===== src/hw/rtl/par_pkg.sv =====
// ----------------------------------------------------------------------------
// par_pkg
// Shared types, constants and command/status records of the packet address
// reflector.
// ----------------------------------------------------------------------------
`default_nettype none

package par_pkg;

  // header buffer depth default
  localparam int unsigned HEADER_BYTES = 64;

  // configuration port
  localparam int unsigned CFG_IDX_W  = 2;
  localparam int unsigned CFG_DATA_W = 16;

  typedef enum logic [CFG_IDX_W-1:0] {
    CFG_ETHERNET_MODE   = 2'd0,
    CFG_MULTICAST_FLOOR = 2'd1,
    CFG_MAC_PREFIX      = 2'd2
  } cfg_idx_e;

  localparam logic [7:0]  MULTICAST_FLOOR_RST = 8'd224;
  localparam logic [15:0] MAC_PREFIX_RST      = 16'h0200;

  // ethertypes and ip versions
  localparam logic [15:0] ETYPE_IPV4 = 16'h0800;
  localparam logic [15:0] ETYPE_IPV6 = 16'h86dd;
  localparam logic [15:0] ETYPE_ARP  = 16'h0806;
  localparam logic [3:0]  IP_VER_4   = 4'd4;
  localparam logic [3:0]  IP_VER_6   = 4'd6;

  // header layout, byte offsets
  localparam int unsigned ETH_HDR      = 14;
  localparam int unsigned MAC_LEN      = 6;
  localparam int unsigned ETH_TYPE     = 12;
  localparam int unsigned IP4_SRC      = 12;
  localparam int unsigned IP4_DST      = 16;
  localparam int unsigned IP4_ADDR_LEN = 4;
  localparam int unsigned IP4_MIN      = 20;
  localparam int unsigned IP6_SRC      = 8;
  localparam int unsigned IP6_DST      = 24;
  localparam int unsigned IP6_ADDR_LEN = 16;
  localparam int unsigned IP6_MIN      = 40;
  localparam int unsigned ARP_MIN      = 28;
  localparam int unsigned ARP_OPER     = 20;
  localparam int unsigned ARP_SHA      = 22;
  localparam int unsigned ARP_THA      = 32;
  localparam int unsigned ARP_TPA      = 38;
  localparam int unsigned ARP_SWAP_LEN = 10;

  localparam logic [7:0] ARP_OPER_REPLY_HI = 8'h00;
  localparam logic [7:0] ARP_OPER_REPLY_LO = 8'h02;

  // channel payloads
  typedef struct packed {
    logic [7:0] in_byte;
    logic       in_last;
  } in_t;

  typedef struct packed {
    logic [7:0] out_byte;
    logic       out_last;
    logic       dropped;
  } out_t;

  typedef struct packed {
    logic        ethernet_mode;
    logic [7:0]  multicast_floor;
    logic [15:0] mac_prefix;
  } cfg_t;

  // rewrite selected for the current header
  typedef enum logic [1:0] {
    KIND_DROP,
    KIND_IP4,
    KIND_IP6,
    KIND_ARP
  } kind_e;

  typedef enum logic [2:0] {
    ST_COLLECT,
    ST_DECIDE,
    ST_READ,
    ST_EMIT,
    ST_PASS,
    ST_DISCARD
  } state_e;

  // controller to datapath
  typedef struct packed {
    logic store;
    logic hdr_clr;
    logic idx_clr;
    logic rd;
    logic emit;
    logic pass;
    logic drop;
  } cmd_t;

  // datapath to controller
  typedef struct packed {
    logic pos_full;
    logic in_last;
    logic keep;
    logic idx_end;
    logic out_free;
    logic frame_last;
  } status_t;

endpackage

`default_nettype wire


===== src/hw/rtl/par_ctrl.sv =====
// ----------------------------------------------------------------------------
// par_ctrl
// Frame sequencer: collect header, decide, emit header bytes, then pass
// through or swallow the rest of the frame.
// ----------------------------------------------------------------------------
`default_nettype none

module par_ctrl (
  input  wire logic            clk_i,
  input  wire logic            rst_ni,
  input  wire logic            in_valid_i,
  output logic                 in_ready_o,
  input  wire par_pkg::status_t status_i,
  output par_pkg::cmd_t        cmd_o
);

  par_pkg::state_e state_q, state_d;
  logic            accept;

  assign accept = in_valid_i && in_ready_o;

  // state register
  always_ff @(posedge clk_i or negedge rst_ni) begin
    if (!rst_ni) begin
      state_q <= par_pkg::ST_COLLECT;
    end else begin
      state_q <= state_d;
    end
  end

  // next state
  always_comb begin
    state_d = state_q;
    unique case (state_q)
      par_pkg::ST_COLLECT: begin
        if (accept && (status_i.in_last || status_i.pos_full)) begin
          state_d = par_pkg::ST_DECIDE;
        end
      end
      par_pkg::ST_DECIDE: begin
        if (status_i.keep) begin
          state_d = par_pkg::ST_READ;
        end else if (status_i.out_free) begin
          state_d = status_i.frame_last ? par_pkg::ST_COLLECT : par_pkg::ST_DISCARD;
        end
      end
      par_pkg::ST_READ: begin
        state_d = par_pkg::ST_EMIT;
      end
      par_pkg::ST_EMIT: begin
        if (status_i.out_free) begin
          if (!status_i.idx_end) begin
            state_d = par_pkg::ST_READ;
          end else begin
            state_d = status_i.frame_last ? par_pkg::ST_COLLECT : par_pkg::ST_PASS;
          end
        end
      end
      par_pkg::ST_PASS: begin
        if (accept && status_i.in_last) begin
          state_d = par_pkg::ST_COLLECT;
        end
      end
      par_pkg::ST_DISCARD: begin
        if (accept && status_i.in_last) begin
          state_d = par_pkg::ST_COLLECT;
        end
      end
      default: begin
        state_d = par_pkg::ST_COLLECT;
      end
    endcase
  end

  // outputs
  always_comb begin
    in_ready_o = 1'b0;
    cmd_o      = '0;
    unique case (state_q)
      par_pkg::ST_COLLECT: begin
        in_ready_o  = 1'b1;
        cmd_o.store = accept;
      end
      par_pkg::ST_DECIDE: begin
        if (status_i.keep) begin
          cmd_o.idx_clr = 1'b1;
        end else if (status_i.out_free) begin
          cmd_o.drop    = 1'b1;
          cmd_o.hdr_clr = status_i.frame_last;
        end
      end
      par_pkg::ST_READ: begin
        cmd_o.rd = 1'b1;
      end
      par_pkg::ST_EMIT: begin
        if (status_i.out_free) begin
          cmd_o.emit    = 1'b1;
          cmd_o.hdr_clr = status_i.idx_end && status_i.frame_last;
        end
      end
      par_pkg::ST_PASS: begin
        in_ready_o    = status_i.out_free;
        cmd_o.pass    = accept;
        cmd_o.hdr_clr = accept && status_i.in_last;
      end
      par_pkg::ST_DISCARD: begin
        in_ready_o    = 1'b1;
        cmd_o.hdr_clr = accept && status_i.in_last;
      end
      default: begin
        in_ready_o = 1'b0;
      end
    endcase
  end

endmodule

`default_nettype wire


===== src/hw/rtl/par_datapath.sv =====
// ----------------------------------------------------------------------------
// par_datapath
// Header buffer, field capture, rewrite decision, address remap and output
// register.
// ----------------------------------------------------------------------------
`default_nettype none

module par_datapath #(
  parameter int unsigned HEADER_BYTES = par_pkg::HEADER_BYTES
) (
  input  wire logic            clk_i,
  input  wire logic            rst_ni,
  input  wire par_pkg::cfg_t   cfg_i,
  input  wire par_pkg::in_t    in_data_i,
  input  wire par_pkg::cmd_t   cmd_i,
  output par_pkg::status_t     status_o,
  output logic                 out_valid_o,
  input  wire logic            out_ready_i,
  output par_pkg::out_t        out_data_o
);

  localparam int unsigned AW = $clog2(HEADER_BYTES);
  localparam int unsigned CW = AW + 1;

  logic [7:0]    hdr_mem_q [HEADER_BYTES];
  logic [CW-1:0] pos_q, pos_d;
  logic [AW-1:0] idx_q, idx_d;
  logic          frame_last_q;

  // captured header fields
  logic [7:0] b0_q, b12_q, b13_q, b14_q, b16_q, b30_q;

  par_pkg::kind_e kind;
  logic [15:0]    etype;
  logic [AW-1:0]  off;
  logic [AW-1:0]  src;
  logic           ovr;
  logic [7:0]     ovr_val;
  logic [7:0]     rd_q, ovr_val_q;
  logic           ovr_q;
  logic           idx_end;

  logic          out_valid_q, out_valid_d;
  par_pkg::out_t out_q, out_d;
  logic          out_free;

  // byte position and emit index
  always_comb begin
    pos_d = pos_q;
    if (cmd_i.hdr_clr) begin
      pos_d = '0;
    end else if (cmd_i.store) begin
      pos_d = pos_q + CW'(1);
    end
    idx_d = idx_q;
    if (cmd_i.idx_clr) begin
      idx_d = '0;
    end else if (cmd_i.emit) begin
      idx_d = idx_q + AW'(1);
    end
  end

  always_ff @(posedge clk_i or negedge rst_ni) begin
    if (!rst_ni) begin
      pos_q <= '0;
      idx_q <= '0;
    end else begin
      pos_q <= pos_d;
      idx_q <= idx_d;
    end
  end

  // field capture while collecting
  always_ff @(posedge clk_i) begin
    if (cmd_i.store) begin
      frame_last_q <= in_data_i.in_last;
      if (pos_q == CW'(0)) begin
        b0_q <= in_data_i.in_byte;
      end
      if (pos_q == CW'(par_pkg::ETH_TYPE)) begin
        b12_q <= in_data_i.in_byte;
      end
      if (pos_q == CW'(par_pkg::ETH_TYPE + 1)) begin
        b13_q <= in_data_i.in_byte;
      end
      if (pos_q == CW'(par_pkg::ETH_HDR)) begin
        b14_q <= in_data_i.in_byte;
      end
      if (pos_q == CW'(par_pkg::IP4_DST)) begin
        b16_q <= in_data_i.in_byte;
      end
      if (pos_q == CW'(par_pkg::ETH_HDR + par_pkg::IP4_DST)) begin
        b30_q <= in_data_i.in_byte;
      end
    end
  end

  // rewrite decision from captured fields and length
  assign etype = {b12_q, b13_q};

  always_comb begin
    kind = par_pkg::KIND_DROP;
    if (!cfg_i.ethernet_mode) begin
      if (b0_q[7:4] == par_pkg::IP_VER_4) begin
        if (pos_q >= CW'(par_pkg::IP4_MIN) && b16_q < cfg_i.multicast_floor) begin
          kind = par_pkg::KIND_IP4;
        end
      end else if (b0_q[7:4] == par_pkg::IP_VER_6) begin
        if (pos_q >= CW'(par_pkg::IP6_MIN)) begin
          kind = par_pkg::KIND_IP6;
        end
      end
    end else if (pos_q >= CW'(par_pkg::ETH_HDR)) begin
      if (etype == par_pkg::ETYPE_IPV4 || etype == par_pkg::ETYPE_IPV6) begin
        if (pos_q >= CW'(par_pkg::ETH_HDR + 1)) begin
          if (b14_q[7:4] == par_pkg::IP_VER_4) begin
            if (pos_q >= CW'(par_pkg::ETH_HDR + par_pkg::IP4_MIN) &&
                b30_q < cfg_i.multicast_floor) begin
              kind = par_pkg::KIND_IP4;
            end
          end else if (b14_q[7:4] == par_pkg::IP_VER_6) begin
            if (pos_q >= CW'(par_pkg::ETH_HDR + par_pkg::IP6_MIN)) begin
              kind = par_pkg::KIND_IP6;
            end
          end
        end
      end else if (etype == par_pkg::ETYPE_ARP) begin
        if (pos_q >= CW'(par_pkg::ETH_HDR + par_pkg::ARP_MIN)) begin
          kind = par_pkg::KIND_ARP;
        end
      end
    end
  end

  // map output index to source entry or constant
  assign off = cfg_i.ethernet_mode ? AW'(par_pkg::ETH_HDR) : '0;

  always_comb begin
    src     = idx_q;
    ovr     = 1'b0;
    ovr_val = '0;
    unique case (kind)
      par_pkg::KIND_IP4: begin
        if (idx_q >= off + AW'(par_pkg::IP4_SRC) && idx_q < off + AW'(par_pkg::IP4_DST)) begin
          src = idx_q + AW'(par_pkg::IP4_ADDR_LEN);
        end else if (idx_q >= off + AW'(par_pkg::IP4_DST) &&
                     idx_q < off + AW'(par_pkg::IP4_DST + par_pkg::IP4_ADDR_LEN)) begin
          src = idx_q - AW'(par_pkg::IP4_ADDR_LEN);
        end
      end
      par_pkg::KIND_IP6: begin
        if (idx_q >= off + AW'(par_pkg::IP6_SRC) && idx_q < off + AW'(par_pkg::IP6_DST)) begin
          src = idx_q + AW'(par_pkg::IP6_ADDR_LEN);
        end else if (idx_q >= off + AW'(par_pkg::IP6_DST) &&
                     idx_q < off + AW'(par_pkg::IP6_DST + par_pkg::IP6_ADDR_LEN)) begin
          src = idx_q - AW'(par_pkg::IP6_ADDR_LEN);
        end
      end
      par_pkg::KIND_ARP: begin
        // reply: new sender mac, operation, sender and target exchanged
        priority if (idx_q < AW'(par_pkg::MAC_LEN)) begin
          src = idx_q + AW'(par_pkg::MAC_LEN);
        end else if (idx_q == AW'(par_pkg::MAC_LEN) || idx_q == AW'(par_pkg::ARP_SHA)) begin
          ovr     = 1'b1;
          ovr_val = cfg_i.mac_prefix[15:8];
        end else if (idx_q == AW'(par_pkg::MAC_LEN + 1) ||
                     idx_q == AW'(par_pkg::ARP_SHA + 1)) begin
          ovr     = 1'b1;
          ovr_val = cfg_i.mac_prefix[7:0];
        end else if (idx_q < AW'(2 * par_pkg::MAC_LEN)) begin
          src = idx_q + AW'(par_pkg::ARP_TPA - par_pkg::MAC_LEN - 2);
        end else if (idx_q == AW'(par_pkg::ARP_OPER)) begin
          ovr     = 1'b1;
          ovr_val = par_pkg::ARP_OPER_REPLY_HI;
        end else if (idx_q == AW'(par_pkg::ARP_OPER + 1)) begin
          ovr     = 1'b1;
          ovr_val = par_pkg::ARP_OPER_REPLY_LO;
        end else if (idx_q >= AW'(par_pkg::ARP_SHA + 2) &&
                     idx_q < AW'(par_pkg::ARP_SHA + par_pkg::MAC_LEN)) begin
          src = idx_q + AW'(par_pkg::ARP_TPA - par_pkg::ARP_SHA - 2);
        end else if (idx_q >= AW'(par_pkg::ARP_SHA + par_pkg::MAC_LEN) &&
                     idx_q < AW'(par_pkg::ARP_THA)) begin
          src = idx_q + AW'(par_pkg::ARP_TPA - par_pkg::ARP_SHA - par_pkg::MAC_LEN);
        end else if (idx_q >= AW'(par_pkg::ARP_THA) &&
                     idx_q < AW'(par_pkg::ARP_THA + par_pkg::ARP_SWAP_LEN)) begin
          src = idx_q - AW'(par_pkg::ARP_THA - par_pkg::ARP_SHA);
        end
      end
      default: begin
        src = idx_q;
      end
    endcase
    // ethernet mac swap on kept ip frames
    if (cfg_i.ethernet_mode &&
        (kind == par_pkg::KIND_IP4 || kind == par_pkg::KIND_IP6)) begin
      if (idx_q < AW'(par_pkg::MAC_LEN)) begin
        src = idx_q + AW'(par_pkg::MAC_LEN);
      end else if (idx_q < AW'(2 * par_pkg::MAC_LEN)) begin
        src = idx_q - AW'(par_pkg::MAC_LEN);
      end
    end
  end

  // header buffer, registered read
  always_ff @(posedge clk_i) begin
    if (cmd_i.store) begin
      hdr_mem_q[pos_q[AW-1:0]] <= in_data_i.in_byte;
    end
    if (cmd_i.rd) begin
      rd_q      <= hdr_mem_q[src];
      ovr_q     <= ovr;
      ovr_val_q <= ovr_val;
    end
  end

  assign idx_end  = ({1'b0, idx_q} + CW'(1)) == pos_q;
  assign out_free = !out_valid_q || out_ready_i;

  // output register
  always_comb begin
    out_valid_d = out_valid_q && !out_ready_i;
    out_d       = out_q;
    if (cmd_i.emit) begin
      out_valid_d    = 1'b1;
      out_d.out_byte = ovr_q ? ovr_val_q : rd_q;
      out_d.out_last = frame_last_q && idx_end;
      out_d.dropped  = 1'b0;
    end else if (cmd_i.pass) begin
      out_valid_d    = 1'b1;
      out_d.out_byte = in_data_i.in_byte;
      out_d.out_last = in_data_i.in_last;
      out_d.dropped  = 1'b0;
    end else if (cmd_i.drop) begin
      out_valid_d    = 1'b1;
      out_d.out_byte = '0;
      out_d.out_last = 1'b1;
      out_d.dropped  = 1'b1;
    end
  end

  always_ff @(posedge clk_i or negedge rst_ni) begin
    if (!rst_ni) begin
      out_valid_q <= 1'b0;
    end else begin
      out_valid_q <= out_valid_d;
    end
  end

  always_ff @(posedge clk_i) begin
    out_q <= out_d;
  end

  assign out_valid_o = out_valid_q;
  assign out_data_o  = out_q;

  // status to controller
  assign status_o.pos_full   = pos_q == CW'(HEADER_BYTES - 1);
  assign status_o.in_last    = in_data_i.in_last;
  assign status_o.keep       = kind != par_pkg::KIND_DROP;
  assign status_o.idx_end    = idx_end;
  assign status_o.out_free   = out_free;
  assign status_o.frame_last = frame_last_q;

endmodule

`default_nettype wire


===== src/hw/rtl/packet_address_reflector.sv =====
// ----------------------------------------------------------------------------
// packet_address_reflector
// Turns a received frame into its reply: swaps IP and MAC addresses, builds
// ARP replies and drops frames that cannot be answered.
// ----------------------------------------------------------------------------
//
//  channel  direction  handshake                payload
//  in       input      in_valid_i / in_ready_o   par_pkg::in_t  (byte, last)
//  out      output     out_valid_o / out_ready_i par_pkg::out_t (byte, last, dropped)
//  cfg      input      cfg_we_i                  cfg_index_i, cfg_wdata_i
//
// Header bytes are taken one per cycle up to HEADER_BYTES or the frame end.
// A decision state follows; each header byte then passes through the
// buffer's registered read and the output register. Bytes past the header
// pass one per cycle while the output is free, dropped-frame bytes one per
// cycle. Reset clears the controller, counters, output valid flag and
// configuration registers; the header buffer is not cleared and needs no
// clearing pass. A stalled output holds the output register; input is taken
// while a result waits only where the controller is collecting or swallowing.
`default_nettype none

module packet_address_reflector #(
  parameter int unsigned HEADER_BYTES = par_pkg::HEADER_BYTES
) (
  input  wire logic                             clk_i,
  input  wire logic                             rst_ni,
  input  wire logic                             cfg_we_i,
  input  wire logic [par_pkg::CFG_IDX_W-1:0]    cfg_index_i,
  input  wire logic [par_pkg::CFG_DATA_W-1:0]   cfg_wdata_i,
  input  wire logic                             in_valid_i,
  output logic                                  in_ready_o,
  input  wire par_pkg::in_t                     in_data_i,
  output logic                                  out_valid_o,
  input  wire logic                             out_ready_i,
  output par_pkg::out_t                         out_data_o
);

  par_pkg::cfg_t    cfg_q;
  par_pkg::cmd_t    cmd;
  par_pkg::status_t status;

  // configuration registers
  always_ff @(posedge clk_i or negedge rst_ni) begin
    if (!rst_ni) begin
      cfg_q.ethernet_mode   <= 1'b0;
      cfg_q.multicast_floor <= par_pkg::MULTICAST_FLOOR_RST;
      cfg_q.mac_prefix      <= par_pkg::MAC_PREFIX_RST;
    end else if (cfg_we_i) begin
      unique case (par_pkg::cfg_idx_e'(cfg_index_i))
        par_pkg::CFG_ETHERNET_MODE:   cfg_q.ethernet_mode   <= cfg_wdata_i[0];
        par_pkg::CFG_MULTICAST_FLOOR: cfg_q.multicast_floor <= cfg_wdata_i[7:0];
        par_pkg::CFG_MAC_PREFIX:      cfg_q.mac_prefix      <= cfg_wdata_i[15:0];
        default: begin
          cfg_q <= cfg_q;
        end
      endcase
    end
  end

  // frame sequencer
  par_ctrl u_ctrl (
    .clk_i      (clk_i),
    .rst_ni     (rst_ni),
    .in_valid_i (in_valid_i),
    .in_ready_o (in_ready_o),
    .status_i   (status),
    .cmd_o      (cmd)
  );

  // buffer and rewrite datapath
  par_datapath #(
    .HEADER_BYTES (HEADER_BYTES)
  ) u_datapath (
    .clk_i       (clk_i),
    .rst_ni      (rst_ni),
    .cfg_i       (cfg_q),
    .in_data_i   (in_data_i),
    .cmd_i       (cmd),
    .status_o    (status),
    .out_valid_o (out_valid_o),
    .out_ready_i (out_ready_i),
    .out_data_o  (out_data_o)
  );

endmodule

`default_nettype wire


===== config.mk =====
export PLATFORM = sky130hd
export DESIGN_NAME = packet_address_reflector
export DESIGN_NICKNAME = d
export VERILOG_FILES = /design/src/hw/rtl/par_pkg.sv /design/src/hw/rtl/par_ctrl.sv /design/src/hw/rtl/par_datapath.sv /design/src/hw/rtl/packet_address_reflector.sv
export SDC_FILE = /design/constraint.sdc
export NUM_CORES = 1
export LEC_CHECK = 0
export BUFFER_PORTS_ARGS = -buffer_cell sky130_fd_sc_hd__buf_2
export CORE_MARGIN = 2
export CORE_UTILIZATION = 60
export DETAILED_ROUTE_END_ITERATION = 8
export GPL_ROUTABILITY_DRIVEN = 0
export PLACE_DENSITY_LB_ADDON = 0.1
export SLEW_MARGIN = 10
export SYNTH_ARGS = -nofsm -noshare
export SYNTH_HDL_FRONTEND = slang
export SYNTH_SLANG_ARGS = --single-unit
export TNS_END_PERCENT = 20

===== constraint.sdc =====
create_clock -name clk_i -period 14.1 [get_ports clk_i]
set_input_delay 2.82 -clock clk_i [delete_from_list [all_inputs] [get_ports clk_i]]
set_output_delay 2.82 -clock clk_i [all_outputs]
set_load 0.005 [all_outputs]

**Yosys cells after proc, flatten, opt, wreduce, memory -nomap -nowiden**

Memories as Yosys holds them, arrays and structs flattened. A register that Yosys moved wholly into a read port is not among the register bits.
Cells that the tools add are included.

- Memories kept: 1
- Bits in latches: 0
- Output and inout bits: 12
- ROM bits: 0
- RAM bits: 512
- Register bits after elaboration: 110

- Order comparisons: 25
- Bitwise operators: 1
- Reductions and logical operators: 44
- Div/mod/pow operators: 0
- Add/sub/neg operators: 19
- Shifts and indexed selects: 0
- Multipliers: 0
- Equal/unequal tests: 34
- Multiplexer cells: 78

Memories:

| memory | words | width | read ports | clocked after Yosys merged registers in | write ports | line | source |
|---|---|---|---|---|---|---|---|
| u_datapath.hdr_mem_q | 64 | 8 | 1 | 1 | 1 | par_datapath.sv:25 | `logic [7:0] hdr_mem_q [HEADER_BYTES];` |

Operator list:

| kind | number |
|---|---|
| two-way mux 6 bit | 18 |
| two-way mux 8 bit | 5 |
| equality test 16 x 12 -> 1 bit (second input constant) | 2 |
| adder 6 x 5 -> 6 bit (second input constant) | 5 |
| two-way mux 10 bit | 3 |
| >= comparator 7 x 6 -> 1 bit (second input constant) | 4 |
| two-way mux 2 bit | 13 |
| adder 6 x 4 -> 6 bit (second input constant) | 4 |
| equality test 6 x 5 -> 1 bit (second input constant) | 4 |
| >= comparator 6 bit | 4 |
| less-than comparator 6 bit | 4 |
| two-way mux 1 bit | 24 |
| two-way mux 3 bit | 8 |
| equality test 7 x 4 -> 1 bit (second input constant) | 3 |
| case mux 6 bit (3 select lines) | 1 |
| AND reduction 2 bit | 9 |
| equality test 16 bit (second input constant) | 1 |
| equality test 4 x 3 -> 1 bit (second input constant) | 4 |
| less-than comparator 8 bit | 2 |
| logical AND 1 bit | 15 |
| case mux 3 bit (5 select lines) | 1 |
| equality test 7 x 5 -> 1 bit (second input constant) | 2 |
| >= comparator 7 x 4 -> 1 bit (second input constant) | 2 |
| two-way mux 7 bit | 2 |
| 38 further kinds | 61 |

**Longest topological paths before layout**

- Depth after elaboration: 15
- Mapped depth: 25

**Cells and area by module**

Synthesis repeated with hierarchy kept, for this count alone.

- Cell total of the unflattened synthesis: 1535
- Area total of the unflattened synthesis: 26601.8 um^2

Modules (own cells, without submodules):

| module | area each (um^2) | seq. area each (um^2) | instances | cells each |
|---|---|---|---|---|
| par_datapath | 25238.0 | 17757.0 | 1 | 1438 |
| packet_address_reflector | 999.7 | 630.6 | 1 | 54 |
| par_ctrl | 364.1 | 75.1 | 1 | 43 |

**Least setup slack after synthesis**

OpenSTA, ideal clock, no wires.

- Path type: in2out
- Start point: in out_ready_i
- End point: out in_ready_o
- Data required time: 11.280 ns
- Stages: 4
- Slack: 7.863 ns
- Arrival: 3.417 ns
- Cells stage by stage: nand2b_1 clkbuf_1 nor3b_1 nor3_1

- Cells in the longest elaborated chain, start to end: 2

Ends and longest elaborated chain:

| what | line | source |
|---|---|---|
| start, declared | packet_address_reflector.sv:34 | `input wire logic out_ready_i,` |
| logical OR 1 bit | par_datapath.sv:217 | `assign out_free = !out_valid_q \|\| out_ready_i;` |
| case mux 1 bit (2 select lines) | par_ctrl.sv:79 | `unique case (state_q)` |
| end, declared | packet_address_reflector.sv:31 | `output logic in_ready_o,` |

No other way between the ends.

**Worst setup path after layout**

- Start point: reg u_datapath.pos_q[3]
- End point: reg u_datapath.rd_q[0] (read register of u_datapath.hdr_mem_q), data pin

- Cells in the longest elaborated chain, start to end: 13
- Elaborated cells between the ends (all ways): 32
- Those cells by class: 7 x order compare; 3 x eq/ne; 18 x mux; 4 x reduce/logical

Ends and longest elaborated chain:

| what | line | source |
|---|---|---|
| start, declared | par_datapath.sv:26 | `logic [CW-1:0] pos_q, pos_d;` |
| start signal, assigned | par_datapath.sv:68 | `pos_q <= pos_d;` |
| >= comparator 7 x 6 -> 1 bit, on equally long branches | par_datapath.sv:122, par_datapath.sv:117 |  |
| two-way mux 2 bit or logical AND 1 bit (tied branches) | par_datapath.sv:122, par_datapath.sv:117 |  |
| two-way mux 2 bit or two-way mux 1 bit (tied branches) | par_datapath.sv:121, par_datapath.sv:117 |  |
| two-way mux 2 bit | par_datapath.sv:116 | `if (b14_q[7:4] == par_pkg::IP_VER_4) begin` |
| two-way mux 2 bit | par_datapath.sv:115 | `if (pos_q >= CW'(par_pkg::ETH_HDR + 1)) begin` |
| two-way mux 2 bit | par_datapath.sv:114 | `if (etype == par_pkg::ETYPE_IPV4 \|\| etype == par_pkg::ETYPE_IPV6) begin` |
| two-way mux 2 bit | par_datapath.sv:113 | `end else if (pos_q >= CW'(par_pkg::ETH_HDR)) begin` |
| two-way mux 2 bit * | par_datapath.sv:103 | `if (!cfg_i.ethernet_mode) begin` |
| equality test 2 bit (tied with other cells) | par_datapath.sv:142 | `unique case (kind)` |
| case mux 6 bit (3 select lines) | par_datapath.sv:142 |  |
| two-way mux 6 bit | par_datapath.sv:198 | `end else if (idx_q < AW'(2 * par_pkg::MAC_LEN)) begin` |
| two-way mux 6 bit | par_datapath.sv:196 | `if (idx_q < AW'(par_pkg::MAC_LEN)) begin` |
| two-way mux 6 bit * | par_datapath.sv:194 | `if (cfg_i.ethernet_mode &&` |
| end, declared | par_datapath.sv:39 | `logic [7:0] rd_q, ovr_val_q;` |

Every way passes the cells marked *; elsewhere a longest branch is shown, timed or not.
A chain may end at the register's enable or synchronous reset.

==> summary.txt <==
Route
  • Drt via density: 6.629
  • DRC viols: 0
  • Initial drt markers: 2167
  • Vias after detailed routing: around 15000
  • Avg WL per Cell: 27.66 um
  • Final wirelength: 63290 um
  • Remaining antenna violation count: 0
  • DRT Pass-1 Iters: 6

Cells and area
  • Design area: approximately 30000 um2
  • # diodes: 0
  • Fillers: 3029
  • Share of layout cells above drive strength 1: 20.05%
  • Area Growth Syn to Fin: 9.296%
  • Post-layout nets: 1731

Synthesis
  • Number of flops mapped to enable cells by yosys: 579
  • Synth warn: 0
  • Post-Syn Area: 27030 um2
  • #FFs+latches synth: 622
  • Synthesized netlist cell count: 1608
  • Syn Area/Cell: 16.81 um2
  • Post-Syn Nets: 1687
  • Post-synth ARST share: 6.752%
  • Register area share after synthesis: 68.31%
  • Main synth FF type: edfxtp_1
  • Cell variety after synth: 92

Hold path
  • Cells on Worst Hold Path: 1
  • Hold crit path type: reg2reg

Die
  • Initial core utilization: between 60% and 70%
  • # IOs: 44
  • Die height: roughly 220 um
  • CORE AREA: 44320 um2
  • Die X-Extent: around 220 um
  • Die area: 46760 um2
  • Num rows: 77

Flow run
  • Max-cap violations: 0

Timing
  • Setup TNS: 0 ps
  • Worst Tran Pin Value: 1068 ps
  • Worst slew margin: approximately 28%
  • Final hold vios: 0
  • Final setup viols: 0
  • Part of the cycle the worst path needs: 47.77%
  • RSZ-0062 raised after global routing: false
  • Fin crit period: 6736 ps
  • Fmax: 148.5 MHz
  • Worst Clk Skew: 36.44 ps
  • Slew Viols, Final: 0

Critical path
  • CP max-delay cell: buf_4
  • Worst Reg2Reg Path Length in Cells: 19
  • CP cell instances: nand3b_1 > o21ai_0 > nand3_1 > o21a_1 > o21ai_0 > nand2_1 > o21a_1 > ha_1 > nor2b_1 > o211ai_1 > o2111a_1 > nor4_4 > buf_4 > buf_4 > mux4_2 > mux2i_1 > a22oi_1 > o311ai_1 > nor4_2
  • Max FO, Critical Path: 62
  • Max incr delay on CP: 790 ps
  • Worst EP arrival: 7190 ps
  • Worst path required time: 14550 ps
  • CP startpoint kind: flop
  • Worst setup EP type: flop
  • WS Path Type: reg2reg

Clock tree
  • Cells resized by post-CTS repair: 0
  • Reg clk slew, reported paths: ~70 ps
  • H-tree Lvls: 2
  • Clk_lat worst skew: roughly 630 ps
  • Root Driver: clkbuf_16
  • Maximum clock path buffer count: 3
  • Setup Fix Bufs, Post-CTS: 0
  • TritonCTS buffer count: 58
  • Clock sinks: just over 600
  • CTS Hold Bufs: 0
  • CTS tree: built

Power
  • Total power: 3.814 mW
  • P_leak: 9.371 nW
  • Power Dens Cells: 129.1 nW/um2
  • Peak supply drop: 0.1068 mV

Global routing
  • Antenna violations before repair: 0
  • Vias in the first global route: 14860
  • Tot GR Track Use: between 20% and 30%
  • First-pass GRT wire length: 95920 um
  • Largest net degree at the start of global routing: 72
  • Global route overflow: 0

Place
  • Port Buffer Count: 43
  • Cell Area, Placed: approximately 28000 um2
  • Post-DP HPWL: 40450 um

Run status
  • Outcome: finished, final reports clean
routing by layer:
metal,GRT usage (%),vias up,wire (um)
met1,42.35,7739,27190
met3,4.800,124,5170
met5,0,-,0
li1,-,6542,-
met2,42.45,763,29350
met4,7.489,0,1579
worst paths after layout:
kind,start,endpoint,slack (ps)
setup / recovery,u_datapath.pos_q[3],u_datapath.rd_q[0],7360
hold / removal,cfg_q[20],cfg_q[20],510
setup reg to reg,u_datapath.pos_q[3],u_datapath.rd_q[0],7360
hold reg to reg,cfg_q[20],cfg_q[20],510
max in group asynchronous,rst_ni,u_datapath.idx_q[0],11030
min in group asynchronous,rst_ni,cfg_q[5],2350
synthesized netlist by cell type, types with 8 or more instances:
cell       instances  share of area (%)
a22oi_1           16               0.44
o22ai_1            8               0.19
a211oi_1           9               0.25
nand3_1           31               0.57
mux4_2           120                 10
inv_1             29               0.40
nor2_1           124                1.7
dfrtp_1           38                3.5
clkbuf_1          44               0.61
a2bb2oi_1          8               0.26
or3_1             15               0.35
ha_1              47                2.2
o21ai_0           32               0.59
edfxtp_1         579                 64
nor3_1            26               0.48
xnor2_1           11               0.36
o2111ai_1         10               0.32
nand2b_1          15               0.35
nand2_1           75                1.0
a21o_1             9               0.25
mux2_2            34                1.4
mux2i_1           60                2.2
nor2b_1           17               0.39
buf_2             18               0.33
o211ai_1          15               0.42
a21oi_1           45               0.83
state kept, by name, indices dropped and copies added (netlist names):
register,cells
u_datapath.pos_q,7
u_datapath.b30_q,8
u_datapath.ovr_val_q,8
u_datapath.ovr_q,1
u_datapath.idx_q,6
u_datapath.frame_last_q,1
u_datapath.b12_q,8
u_datapath.hdr_mem_q,512
u_datapath.b14_q,4
cfg_q,25
u_datapath.rd_q,8
u_datapath.b13_q,8
u_datapath.out_data_o,10
u_datapath.b16_q,8
u_datapath.b0_q,4
u_ctrl.state_q,3
u_datapath.out_valid_o,1
final cells by class:
class | instances | area, um2 | area share [%]
Sequential cell | 622 | 18470 | 62.52
Multi-Input combinational cell | 876 | 8058 | 27.28
Clock buffer | 69 | 1514 | 5.125
Tap cell | 592 | 740.7 | 2.508
Timing Repair Buffer | 63 | 365.4 | 1.237
Clock inverter | 35 | 277.8 | 0.9404
Inverter | 31 | 116.4 | 0.3939
cells in the final DEF (no fill, tap or decap), types with 32 or more instances in the layout:
cell,count
a21oi_1,45
buf_2,43
clkbuf_16,59
dfrtp_1,37
edfxtp_1,579
ha_1,47
mux2_2,34
mux2i_1,60
mux4_2,120
nand2_1,75
nor2_1,124
o21ai_0,32
report_power, final:
part	total [mW]	internal, mW	switching (mW)
sequential	2.12	2.08	0.0413
combinational	0.215	0.0720	0.144
clock	1.48	0.821	0.659
total	3.81	2.97	0.844
critical path, delay by kind of cell, from the launching register on:
kind | cells | cell delay [ps]
AOI/OAI and AO/OA | 8 | 2320
and+or+nand+nor | 6 | 1470
muxes | 2 | 460
buffers and inverters | 2 | 1240
adders and majority gates | 1 | 300
DFF | 1 | 680
cell families (layout without fill, tap and decap cells):
| family | after synthesis | in the layout | synth area share [%] |
|---|---|---|---|
| AO/OA/AOI/OAI | 228 | 228 | 6.333 |
| XOR/XNOR | 17 | 17 | 0.5509 |
| AND/OR/NAND/NOR | 366 | 366 | 6.815 |
| buffers and inverters | 110 | 198 | 1.949 |
| flip-flops | 622 | 622 | 68.31 |
| adder cells (fa/ha/maj) | 47 | 47 | 2.176 |
| multiplexers | 218 | 218 | 13.86 |
through the flow:
stage                     utilization (%)  hold WS (ps)  setup slack, ps  std cells
after floorplan                         -         479.1             7863       1608
after global placement              62.59         493.3             7611       2184
after detailed placement            62.59         498.2             7479       2184
after CTS                           66.63         513.2             7427       2288
after global routing                66.65         539.2             7142       2288
final                               66.65         511.9             7364       2288
Power figures use the tool's default switching activity.
